--- src/wds_pkg.sv ---
// ----------------------------------------------------------------------------
// wds_pkg
// Types and constants shared by the worker dispatch selector.
// ----------------------------------------------------------------------------
package wds_pkg;

    localparam int unsigned WORD_W  = 32;
    localparam int unsigned MODE_W  = 3;
    localparam int unsigned COUNT_W = 6;
    localparam int unsigned WID_W   = 5;

    localparam int unsigned MAX_WORKERS = 32;

    localparam logic [MODE_W-1:0] MODE_ROUND = 3'd0;
    localparam logic [MODE_W-1:0] MODE_KEY   = 3'd1;
    localparam logic [MODE_W-1:0] MODE_IP    = 3'd2;
    localparam logic [MODE_W-1:0] MODE_UID   = 3'd3;

    localparam logic CMD_DISPATCH = 1'b0;
    localparam logic CMD_UPDATE   = 1'b1;

    localparam logic [0:0] REG_MODE  = 1'b0;
    localparam logic [0:0] REG_COUNT = 1'b1;

    typedef enum logic [2:0] {
        ST_IDLE,
        ST_MOD,
        ST_PROBE,
        ST_DENY,
        ST_OUT
    } back_state_t;

    // queue entry from the front part
    typedef struct packed {
        logic              update;
        logic              preempt;
        logic              use_round;
        logic [WORD_W-1:0] value;
        logic [WID_W-1:0]  index;
        logic              idle;
        logic              deny;
    } job_t;

endpackage

--- src/wds_front.sv ---
// ----------------------------------------------------------------------------
// wds_front
// Accepts input transfers, picks the hash source and queues a job.
// ----------------------------------------------------------------------------
module wds_front
    import wds_pkg::*;
(
    input  logic              clk,
    input  logic              rst_n,
    input  logic [MODE_W-1:0] mode,
    input  logic              in_valid,
    output logic              in_stall,
    input  logic              cmd,
    input  logic [WORD_W-1:0] req_key,
    input  logic              conn_found,
    input  logic              conn_is_ipv4_tcp,
    input  logic [WORD_W-1:0] ipv4_address,
    input  logic [WORD_W-1:0] ipv6_last_word,
    input  logic [WORD_W-1:0] user_id,
    input  logic [WID_W-1:0]  worker_index,
    input  logic              worker_idle,
    input  logic              worker_deny,
    output logic              job_valid,
    input  logic              job_take,
    output job_t              job
);

    localparam int unsigned DEPTH = 2;

    job_t       q_reg [DEPTH];
    logic [0:0] wp_reg, rp_reg;
    logic [1:0] cnt_reg;
    job_t       cls;
    logic       push, pop;

    always_comb
    begin
        cls.update    = (cmd == CMD_UPDATE);
        cls.preempt   = 1'b0;
        cls.use_round = 1'b0;
        cls.value     = req_key;
        cls.index     = worker_index;
        cls.idle      = worker_idle;
        cls.deny      = worker_deny;
        case (mode)
            MODE_ROUND: cls.use_round = 1'b1;
            MODE_KEY:   cls.value = req_key;
            MODE_IP:
            begin
                if (conn_found)
                    cls.value = conn_is_ipv4_tcp ? ipv4_address : ipv6_last_word;
            end
            MODE_UID:
            begin
                if (conn_found && user_id != '0)
                    cls.value = user_id;
            end
            default:    cls.preempt = 1'b1;
        endcase
    end

    assign in_stall  = (cnt_reg == 2'(DEPTH));
    assign push      = in_valid && !in_stall;
    assign job_valid = (cnt_reg != '0);
    assign pop       = job_valid && job_take;
    assign job       = q_reg[rp_reg];

    always_ff @(posedge clk)
    begin
        if (push)
            q_reg[wp_reg] <= cls;
    end

    always_ff @(posedge clk or negedge rst_n)
    begin
        if (!rst_n)
        begin
            wp_reg  <= '0;
            rp_reg  <= '0;
            cnt_reg <= '0;
        end
        else
        begin
            if (push)
                wp_reg <= wp_reg + 1'b1;
            if (pop)
                rp_reg <= rp_reg + 1'b1;
            cnt_reg <= cnt_reg + 2'(push) - 2'(pop);
        end
    end

endmodule

--- src/wds_back.sv ---
// ----------------------------------------------------------------------------
// wds_back
// Carries out jobs: serial modulo, idle probing, deny skip, flag store.
// ----------------------------------------------------------------------------
module wds_back
    import wds_pkg::*;
(
    input  logic               clk,
    input  logic               rst_n,
    input  logic [COUNT_W-1:0] count,
    input  logic               job_valid,
    output logic               job_take,
    input  job_t               job,
    output logic               out_valid,
    input  logic               out_stall,
    output logic [WID_W-1:0]   chosen_worker,
    output logic               busy
);

    localparam int unsigned CNT_MAX = (MAX_WORKERS < 32) ? MAX_WORKERS : 32;
    localparam int unsigned FL_W = MAX_WORKERS;
    localparam int unsigned BIT_W = $clog2(WORD_W + 1);

    back_state_t        state_reg, state_next;
    logic [WORD_W-1:0]  round_reg;
    logic [FL_W-1:0]    idle_reg, deny_reg;
    logic [WORD_W-1:0]  dvd_reg;
    logic [COUNT_W:0]   rem_reg;
    logic [BIT_W-1:0]   bit_reg;
    logic               preempt_reg;
    logic [COUNT_W-1:0] probe_reg, step_reg;
    logic [WID_W-1:0]   tgt_reg;
    logic [WID_W-1:0]   res_reg;
    logic               res_valid_reg;
    logic [COUNT_W-1:0] n;
    logic [COUNT_W:0]   rem_sh;
    logic               at_top;
    logic               probe_done;
    logic               res_load;

    always_comb
    begin
        n = count;
        if (n == '0)
            n = COUNT_W'(1);
        if (n > COUNT_W'(CNT_MAX))
            n = COUNT_W'(CNT_MAX);
    end

    assign rem_sh   = {rem_reg[COUNT_W-1:0], dvd_reg[WORD_W-1]};
    assign at_top   = (COUNT_W'(tgt_reg) + 1'b1 == n);
    // up to n+1 probes, n being count clamped to 1..32
    assign probe_done = idle_reg[tgt_reg] || (probe_reg == n + COUNT_W'(1));
    assign res_load = (state_reg == ST_OUT) && (!res_valid_reg || !out_stall);
    assign job_take = (state_reg == ST_IDLE) && job_valid;
    assign busy     = (state_reg != ST_IDLE) || job_valid;
    assign out_valid = res_valid_reg;
    assign chosen_worker = res_reg;

    always_comb
    begin
        state_next = state_reg;
        case (state_reg)
            ST_IDLE:
                if (job_valid && !job.update)
                    state_next = ST_MOD;
            ST_MOD:
                if (bit_reg == BIT_W'(WORD_W - 1))
                    state_next = preempt_reg ? ST_PROBE : ST_DENY;
            ST_PROBE:
                state_next = probe_done ? ST_DENY : ST_MOD;
            ST_DENY:
                if (!deny_reg[tgt_reg] || step_reg == n)
                    state_next = ST_OUT;
            ST_OUT:
                if (!res_valid_reg || !out_stall)
                    state_next = ST_IDLE;
            default: state_next = ST_IDLE;
        endcase
    end

    always_ff @(posedge clk or negedge rst_n)
    begin
        if (!rst_n)
        begin
            state_reg     <= ST_IDLE;
            round_reg     <= '0;
            idle_reg      <= '1;
            deny_reg      <= '0;
            res_valid_reg <= 1'b0;
        end
        else
        begin
            state_reg     <= state_next;
            res_valid_reg <= res_load || (res_valid_reg && out_stall);
            case (state_reg)
                ST_IDLE:
                    if (job_take)
                    begin
                        if (job.update)
                        begin
                            if (32'(job.index) < MAX_WORKERS)
                            begin
                                idle_reg[job.index] <= job.idle;
                                deny_reg[job.index] <= job.deny;
                            end
                        end
                        else if (job.use_round || job.preempt)
                            round_reg <= round_reg + 1'b1;
                    end
                ST_PROBE:
                    if (!probe_done)
                        round_reg <= round_reg + 1'b1;
                default: ;
            endcase
        end
    end

    always_ff @(posedge clk)
    begin
        case (state_reg)
            ST_IDLE:
            begin
                dvd_reg     <= (job.use_round || job.preempt) ? round_reg : job.value;
                preempt_reg <= job.preempt;
                rem_reg     <= '0;
                bit_reg     <= '0;
                probe_reg   <= '0;
                step_reg    <= '0;
            end
            ST_MOD:
            begin
                dvd_reg <= {dvd_reg[WORD_W-2:0], 1'b0};
                bit_reg <= bit_reg + 1'b1;
                if (rem_sh >= {1'b0, n})
                    rem_reg <= rem_sh - {1'b0, n};
                else
                    rem_reg <= rem_sh;
                if (bit_reg == BIT_W'(WORD_W - 1))
                begin
                    tgt_reg   <= WID_W'((rem_sh >= {1'b0, n}) ? rem_sh - {1'b0, n} : rem_sh);
                    probe_reg <= probe_reg + 1'b1;
                end
            end
            ST_PROBE:
            begin
                dvd_reg <= round_reg;
                rem_reg <= '0;
                bit_reg <= '0;
            end
            ST_DENY:
                if (deny_reg[tgt_reg])
                begin
                    step_reg <= step_reg + 1'b1;
                    if (step_reg == n)
                        tgt_reg <= '0;
                    else
                        tgt_reg <= at_top ? '0 : tgt_reg + 1'b1;
                end
            ST_OUT:
                if (!res_valid_reg || !out_stall)
                    res_reg <= tgt_reg;
            default: ;
        endcase
    end

endmodule

--- src/worker_dispatch_selector.sv ---
// ----------------------------------------------------------------------------
// worker_dispatch_selector
// Chooses an event worker per dispatch request; keeps idle and deny flags.
// ----------------------------------------------------------------------------
// channel   | handshake          | payload
// input     | in_valid/in_stall  | cmd .. worker_deny
// output    | out_valid/out_stall| chosen_worker
// config    | APB write/read     | mode, worker_count
// A flag update is stored as the back part takes it. A dispatch holds the back
// part through the bit-serial remainder unit (one dividend bit a cycle); in
// preemptive mode, a probe and a new remainder for each worker found not idle;
// then a skip past denied workers and the output.
// Reset sets the idle flags, clears the deny flags, counter and queue at once. A
// two-entry queue lets the front keep taking transfers while the back waits on out_stall.
// ----------------------------------------------------------------------------
module worker_dispatch_selector
    import wds_pkg::*;
(
    input  logic              clk,
    input  logic              rst_n,
    input  logic              psel,
    input  logic              penable,
    input  logic              pwrite,
    input  logic [2:0]        paddr,
    input  logic [31:0]       pwdata,
    output logic [31:0]       prdata,
    output logic              pready,
    input  logic              in_valid,
    output logic              in_stall,
    input  logic              cmd,
    input  logic [WORD_W-1:0] req_key,
    input  logic              conn_found,
    input  logic              conn_is_ipv4_tcp,
    input  logic [WORD_W-1:0] ipv4_address,
    input  logic [WORD_W-1:0] ipv6_last_word,
    input  logic [WORD_W-1:0] user_id,
    input  logic [WID_W-1:0]  worker_index,
    input  logic              worker_idle,
    input  logic              worker_deny,
    output logic              out_valid,
    input  logic              out_stall,
    output logic [WID_W-1:0]  chosen_worker
);

    logic [MODE_W-1:0]  mode_reg;
    logic [COUNT_W-1:0] count_reg;
    logic               job_valid, job_take, busy;
    job_t               job;
    logic               wr;

    assign pready = 1'b1;
    assign wr     = psel && penable && pwrite;

    always_ff @(posedge clk or negedge rst_n)
    begin
        if (!rst_n)
        begin
            mode_reg  <= MODE_KEY;
            count_reg <= COUNT_W'(1);
        end
        else if (wr && paddr[1:0] == 2'b00 && paddr[2] == REG_MODE)
            mode_reg <= pwdata[MODE_W-1:0];
        else if (wr && paddr[1:0] == 2'b00 && paddr[2] == REG_COUNT)
            count_reg <= pwdata[COUNT_W-1:0];
    end

    always_comb
    begin
        prdata = '0;
        if (paddr[1:0] == 2'b00)
        begin
            case (paddr[2])
                REG_MODE:  prdata = 32'(mode_reg);
                REG_COUNT: prdata = 32'(count_reg);
                default:   prdata = '0;
            endcase
        end
    end

    wds_front u_front (
        .clk, .rst_n, .mode(mode_reg), .in_valid, .in_stall, .cmd, .req_key,
        .conn_found, .conn_is_ipv4_tcp, .ipv4_address, .ipv6_last_word, .user_id,
        .worker_index, .worker_idle, .worker_deny, .job_valid, .job_take, .job
    );

    wds_back u_back (
        .clk, .rst_n, .count(count_reg), .job_valid, .job_take, .job,
        .out_valid, .out_stall, .chosen_worker, .busy
    );

    a_out_hold: assert property (@(posedge clk) disable iff (!rst_n)
        out_valid && out_stall |=> out_valid && $stable(chosen_worker))
        else $error("result dropped under stall");
    a_take_queued: assert property (@(posedge clk) disable iff (!rst_n)
        job_take |-> job_valid)
        else $error("job taken from empty queue");
    a_busy_on_accept: assert property (@(posedge clk) disable iff (!rst_n)
        in_valid && !in_stall |=> busy)
        else $error("accepted transfer not tracked");

endmodule
--- config.mk ---
export PLATFORM = sky130hd
export DESIGN_NAME = worker_dispatch_selector
export DESIGN_NICKNAME = d
export VERILOG_FILES = /design/src/wds_pkg.sv /design/src/wds_front.sv /design/src/wds_back.sv /design/src/worker_dispatch_selector.sv
export SDC_FILE = /design/constraint.sdc
export NUM_CORES = 1
export LEC_CHECK = 0
export CAP_MARGIN = 5
export CORE_MARGIN = 4
export CORE_UTILIZATION = 60
export CTS_CLUSTER_SIZE = 25
export DETAILED_ROUTE_END_ITERATION = 10
export DONT_BUFFER_PORTS = 1
export PLACE_DENSITY_LB_ADDON = 0.1
export SYNTH_ARGS = -nofsm -noshare
export SYNTH_HDL_FRONTEND = slang
export SYNTH_HIERARCHICAL = 1
export SYNTH_SLANG_ARGS = --single-unit
--- constraint.sdc ---
create_clock -name clk -period 6.8 [get_ports clk]
set_input_delay 0.68 -clock clk [delete_from_list [all_inputs] [get_ports clk]]
set_output_delay 0.68 -clock clk [all_outputs]
set_load 0.05 [all_outputs]
==> reports/metrics.yaml, run 1 <==
io_buffers: 0
startpoint_type: "flip-flop"
skew_ns: 0.0142
path_max_fanout: 12
cts_setup_buffers: 0
totalWireLength_microns: 30600
hold_viol_final: 0
cp.arrival_ns: 3.93
powerDensity_mw_per_mm2: 413
finish.instance_area_sq_mm: 0.0152
antenna_found_initial: 5
fin_nets: 1354
setup_tns_ns: 0
dr.pass1.iters: 5
layout.cells.non_filler: 1498
grt_pass1_wl_microns: 48800
post-place-cells: 1441
grt_pass1_vias: 9209
antenna_left: 0
fin_crit_ns: 3.65
worstSetupPathType: "reg2reg"
endpoint_kind: "flip-flop"
drt_iter0_drc: 544
route.met2.wl_microns: 14700
drc_errors: 0
top_layer: "met5"
viasPerCell: 5.96
ir_drop_mv: 0.238
timing.fmax_mhz: 274
grt_overflow: 0
clk_latency_ns: 0.54
outcome: "finished, final reports clean"
cpMostUsedCell: "nor2b_1"
max_stage_delay_ns: 0.58
hold_buffers: 1
slew_headroom_pct: 20.9
met3_length_microns: 1990
fp-row-count: 55
synth_area_sq_mm: 0.0141
grt_use_total_pct: 23.3
routabilityCongestion: 0.852
maxCapViolCount: 0
synth_warnings: 6
cts_max_path_buffers: 3
cts_sinks: 264
wl_met1_microns: 12900
synthToLayoutAreaGrowth_pct: 7.93
tightest_slew_ns: 1.19
drv_slew: 0
die_x_microns: 161
start_util_pct: 61.6
rsz0062_at_grt: "false"
vias: 8924
crit_path_cell_trace: "nor2b_1, inv_1, ha_1, nor2b_1, o21ai_0, a21boi_0, or3_1, a21oi_1, mux2i_1, o22ai_1"
root_buffer: "clkbuf_16"
grt_max_degree: 114
largest_reg_flops: 84
min_period_over_period_pct: 53.7
postSynthAreaPerCell_sq_um: 11.9
die_y_microns: 161
die_area_sq_mm: 0.0260
cts_tree: "done"
cp_slowest_cell: "nor2b_1"
placed_area_sq_mm: 0.0142
setup_violations: 0
crit_required_ns: 7.07
post_cts_resized: 0
fillCellCount: 1742
post_drt_wl_per_cell_microns: 20.4
layout-drive-gt1-share_pct: 25.0
hpwl_microns: 21800
synth_cells: 1184
path_delay_family: "simple AND/OR/NAND/NOR gates"
cts_buffers: 28
p_leak_nw: 6.23
design.core.area_sq_mm: 0.0229
htree_levels: 1
path_buf_inv: 1
cts.clk_slew.worst_paths_ns: 0.06
hold_class: "in2async"
io_pins: 220
-- through the flow --
step	setup WS (ns)	total power [mW]	hold WS, ns	util [%]
2_1_floorplan	3.77	4.16	0.384	-
3_5_place_dp	3.13	4.64	0.387	61.9
6_report	3.15	6.29	0.0810	66.5
4_1_cts	3.14	6.33	0.108	66.4
3_3_place_gp	3.21	4.56	0.387	61.9
5_1_grt	2.90	6.66	0.107	66.5
-- layout make-up --
class	instances	area (sq um)	share of cell area, %
Sequential cell	264	7410	48.6
Clock buffer	34	744	4.89
Clock inverter	18	275	1.81
Antenna cell	4	10.0	0.0657
Tap cell	313	392	2.57
Timing Repair Buffer	15	133	0.871
Multi-Input combinational cell	834	6210	40.8
Inverter	16	60.1	0.394
-- report_power, final --
part	internal (mW)	total, mW	switching, mW	leakage (nW)
clock network	1.04	1.66	0.616	0.492
registers	2.38	2.69	0.311	2.91
logic	0.789	1.93	1.14	2.83
-- final timing paths --
check | from | endpoint | slack (ns) | depth (start not counted)
worst max-delay path | count_reg[5] | u_back/tgt_reg[4] | 3.15 | 10
worst min-delay path | rst_n | u_back/deny_reg[31] | 0.08 | 1
worst max register to register | count_reg[5] | u_back/tgt_reg[4] | 3.15 | 10
worst min register to register | u_back/round_reg[31] | u_back/round_reg[31] | 0.49 | 1
max in group asynchronous | rst_n | u_front/rp_reg | 6.23 | 1
min in group clk | worker_index[1] | u_front/q_reg[0][3] | 0.23 | 0
-- cells in the final DEF, fill, tap and decap left out, drive strengths merged, types with 32 or more instances in the layout --
| cell | n |
|---|---|
| nor2 | 75 |
| nand2 | 135 |
| o21ai | 45 |
| dfstp | 34 |
| mux2 | 156 |
| mux2i | 44 |
| dfrtp | 79 |
| a21o | 32 |
| clkbuf | 34 |
| edfxtp | 151 |
| xor2 | 46 |
-- worst register-to-register path, cell delays in order, from the launching register on --
cell	delay (ns)
dfrtp_1	0.50
nor2b_1	0.59
inv_1	0.11
ha_1	0.32
nor2b_1	0.13
o21ai_0	0.22
a21boi_0	0.18
or3_1	0.36
a21oi_1	0.50
mux2i_1	0.35
o22ai_1	0.13
-- metal layers --
layer	track usage [%]	up-vias
li1	-	4244
met1	30.7	4351
met2	39.2	281
met3	4.44	46
met4	7.91	2
met5	0	-
No activity file was read; power rests on OpenSTA's default activity.
==> inputs of run 2 (changes only) <==
Settings changed: CORE_UTILIZATION 60 to 58.
Clock period 6.8 ns to 3.1 ns, I/O delays scaled along.
==> run 2 against run 1 <==
  * Global-route usage down 1.2 points
  * First-iteration DRC count is 2.9% lower
  * Combinational power increased by 130%
  * Clock power increased by 89%
==> reports/metrics.yaml, run 2 (synthesis results as in run 1) <==
outcome: "finished, final reports clean"  # unchanged
n_antenna_cell: 0  # was 4
cp_slowest_cell: "or3b_2"  # was nor2b_1
crit_path_cell_trace: "nor4_1, o21ai_1, inv_1, ha_1, xor2_2, or3b_2, o31ai_1, a21oi_1, o21ai_4, buf_12, nor2_1, mux2_2"  # was nor2b_1, inv_1, ha_1, nor2b_1, o21ai_0, a21boi_0, or3_1, a21oi_1, mux2i_1, o22ai_1
tightest_slew_ns: 0.996  # was 1.19 ns
r2r-end: "u_back/round_reg[1]"  # was u_back/tgt_reg[4]
vias: 9138  # was 8,924
cp.arrival_ns: 3.46  # was 3.93 ns
grt_max_degree: 114  # unchanged
preCtsSetupSlack_ns: 0.119  # was 3.13 ns
startpoint_type: "flip-flop"  # unchanged
start_util_pct: 59.6  # was 61.6%
root_buffer: "clkbuf_16"  # unchanged
setup_ws_ns: 0.0572  # was 3.15 ns
cts_tree: "done"  # unchanged
top_layer: "met4"  # was met5
grt_pass1_wl_microns: 48300  # was 48,800 microns
skew_ns: 0.0100  # was 0.0142 ns
die_x_microns: 164  # was 161 microns
r2r_setup_slack_ns: 0.06  # was 3.15 ns
timing.fmax_mhz: 329  # was 274 MHz
max_stage_delay_ns: 0.45  # was 0.58 ns
antenna_found_initial: 0  # was 5
met3_length_microns: 1600  # was 1990 microns
cts_sinks: 264  # unchanged
grt_overflow: 0  # unchanged
slew_headroom_pct: 33.6  # was 20.9%
fp-row-count: 56  # was 55
drc_errors: 0  # unchanged
clk_latency_ns: 0.53  # was 0.54 ns
viasPerCell: 5.80  # was 5.96
final_common_cell: "mux2_2"  # unchanged
maxCapViolCount: 0  # unchanged
path_delay_family: "simple AND/OR/NAND/NOR gates"  # unchanged
setup_violations: 0  # unchanged
grt_pass1_vias: 9455  # was 9,209
totalWireLength_microns: 29800  # was 30,600 microns
route.met2.wl_microns: 14800  # was 14,700 microns
worstSetupPathType: "reg2reg"  # unchanged
rsz0062_at_grt: "true"  # was false
crit_required_ns: 3.51  # was 7.07 ns
grt_use_total_pct: 22.1  # was 23.3%
dr.pass1.iters: 5  # unchanged
synthToLayoutAreaGrowth_pct: 12.4  # was 7.93%
hold_class: "in2reg"  # was in2async
design.core.area_sq_mm: 0.0237  # was 0.0229 sq mm
routabilityCongestion: 0.847  # was 0.852
cts_buffers: 28  # unchanged
fin_crit_ns: 3.04  # was 3.65 ns
wl_met1_microns: 12700  # was 12,900 microns
htree_levels: 1  # unchanged
layout-drive-gt1-share_pct: 25.7  # was 25.0%
fin_nets: 1430  # was 1,354
endpoint_kind: "flip-flop"  # unchanged
die_y_microns: 164  # was 161 microns
whs_path_depth: 1
reg2reg_from: "count_reg[1]"  # was count_reg[5]
io_buffers: 0  # unchanged
r2r_cells: 12  # was 10
cts.clk_slew.worst_paths_ns: 0.06  # about the same
drv_slew: 0  # unchanged
holdPathEnd: "u_front/q_reg[0][33]"
min_from: "req_key[26]"
antenna_left: 0  # unchanged
powerDensity_mw_per_mm2: 851  # was 413 mW/mm^2
largest_reg_flops: 84  # unchanged
hpwl_microns: 20500  # was 21,800 microns
die_area_sq_mm: 0.0269  # was 0.0260 sq mm
post_drt_wl_per_cell_microns: 18.9  # was 20.4 microns
path_buf_inv: 2  # was 1
ir_drop_mv: 0.498  # was 0.238 mV
min_period_over_period_pct: 98.2  # was 53.7%
fin_util_pct: 67.0  # was 66.5%
hold_viol_final: 0  # unchanged
path_max_fanout: 8  # was 12
p_leak_nw: 6.53  # was 6.23 nW
cts_max_path_buffers: 3  # unchanged
drt_iter0_drc: 528  # was 544
io_pins: 220  # unchanged
final_cell_mix: "mux2_2, edfxtp_1, nand2_1"  # unchanged
run 2: repair_timing:
item	CTS	global route
gates resized for setup	0	5
hold endpoints to repair	190	0
hold buffers	42	0
buffers inserted	0	5
endpoints found under the setup margin	0	4
run 2: cell type report:
type,instances,area (sq um)
Sequential cell,264,7410
Timing Repair Buffer,91,891
Tap cell,319,399
Inverter,16,60.1
Clock inverter,8,62.6
Clock buffer,44,802
Multi-Input combinational cell,834,6240
Fill cell,1821,7820
run 2: layer usage:
metal  track usage (%)  up-vias
li1                  -     4366
met1              29.8     4455
met2              38.3      269
met3              2.96       48
met4              5.53        0
met5                 0        -
run 2: worst max path at each step:
| stage | depth (start not counted) | slack, ns | to | start |
|---|---|---|---|---|
| floorplan | 11 | 0.07 | u_back/tgt_reg[1] | count_reg[5] |
| global placement | 12 | 0.17 | u_back/round_reg[1] | count_reg[1] |
| detailed placement | 12 | 0.12 | u_back/round_reg[1] | count_reg[1] |
| CTS | 12 | 0.1 | u_back/round_reg[1] | count_reg[1] |
| global route | 12 | -0.05 | u_back/round_reg[1] | count_reg[1] |
| finish | 12 | 0.06 | u_back/round_reg[1] | count_reg[1] |
run 2: power breakdown:
part / switching, mW / internal (mW) / total (mW)
sequential: 0.635 / 5.23 / 5.86
combinational: 2.59 / 1.92 / 4.51
clock: 1.29 / 1.85 / 3.13
total: 4.51 / 8.99 / 13.5
run 2: per-stage QoR:
step           std cells  TNS [ns]  instance area, sq um  power (mW)  hold slack, ns
4_1_cts             1569         0                 15700        13.5        0.000258
3_5_place_dp        1475         0                 14400        10.3          0.0208
6_report            1576         0                 15900        13.5          0.0243
3_3_place_gp        1475         0                 14400        10.2          0.0185
5_1_grt             1576   -0.0643                 15900        14.4          0.0107
2_1_floorplan       1209         0                 14200        9.12          0.0144
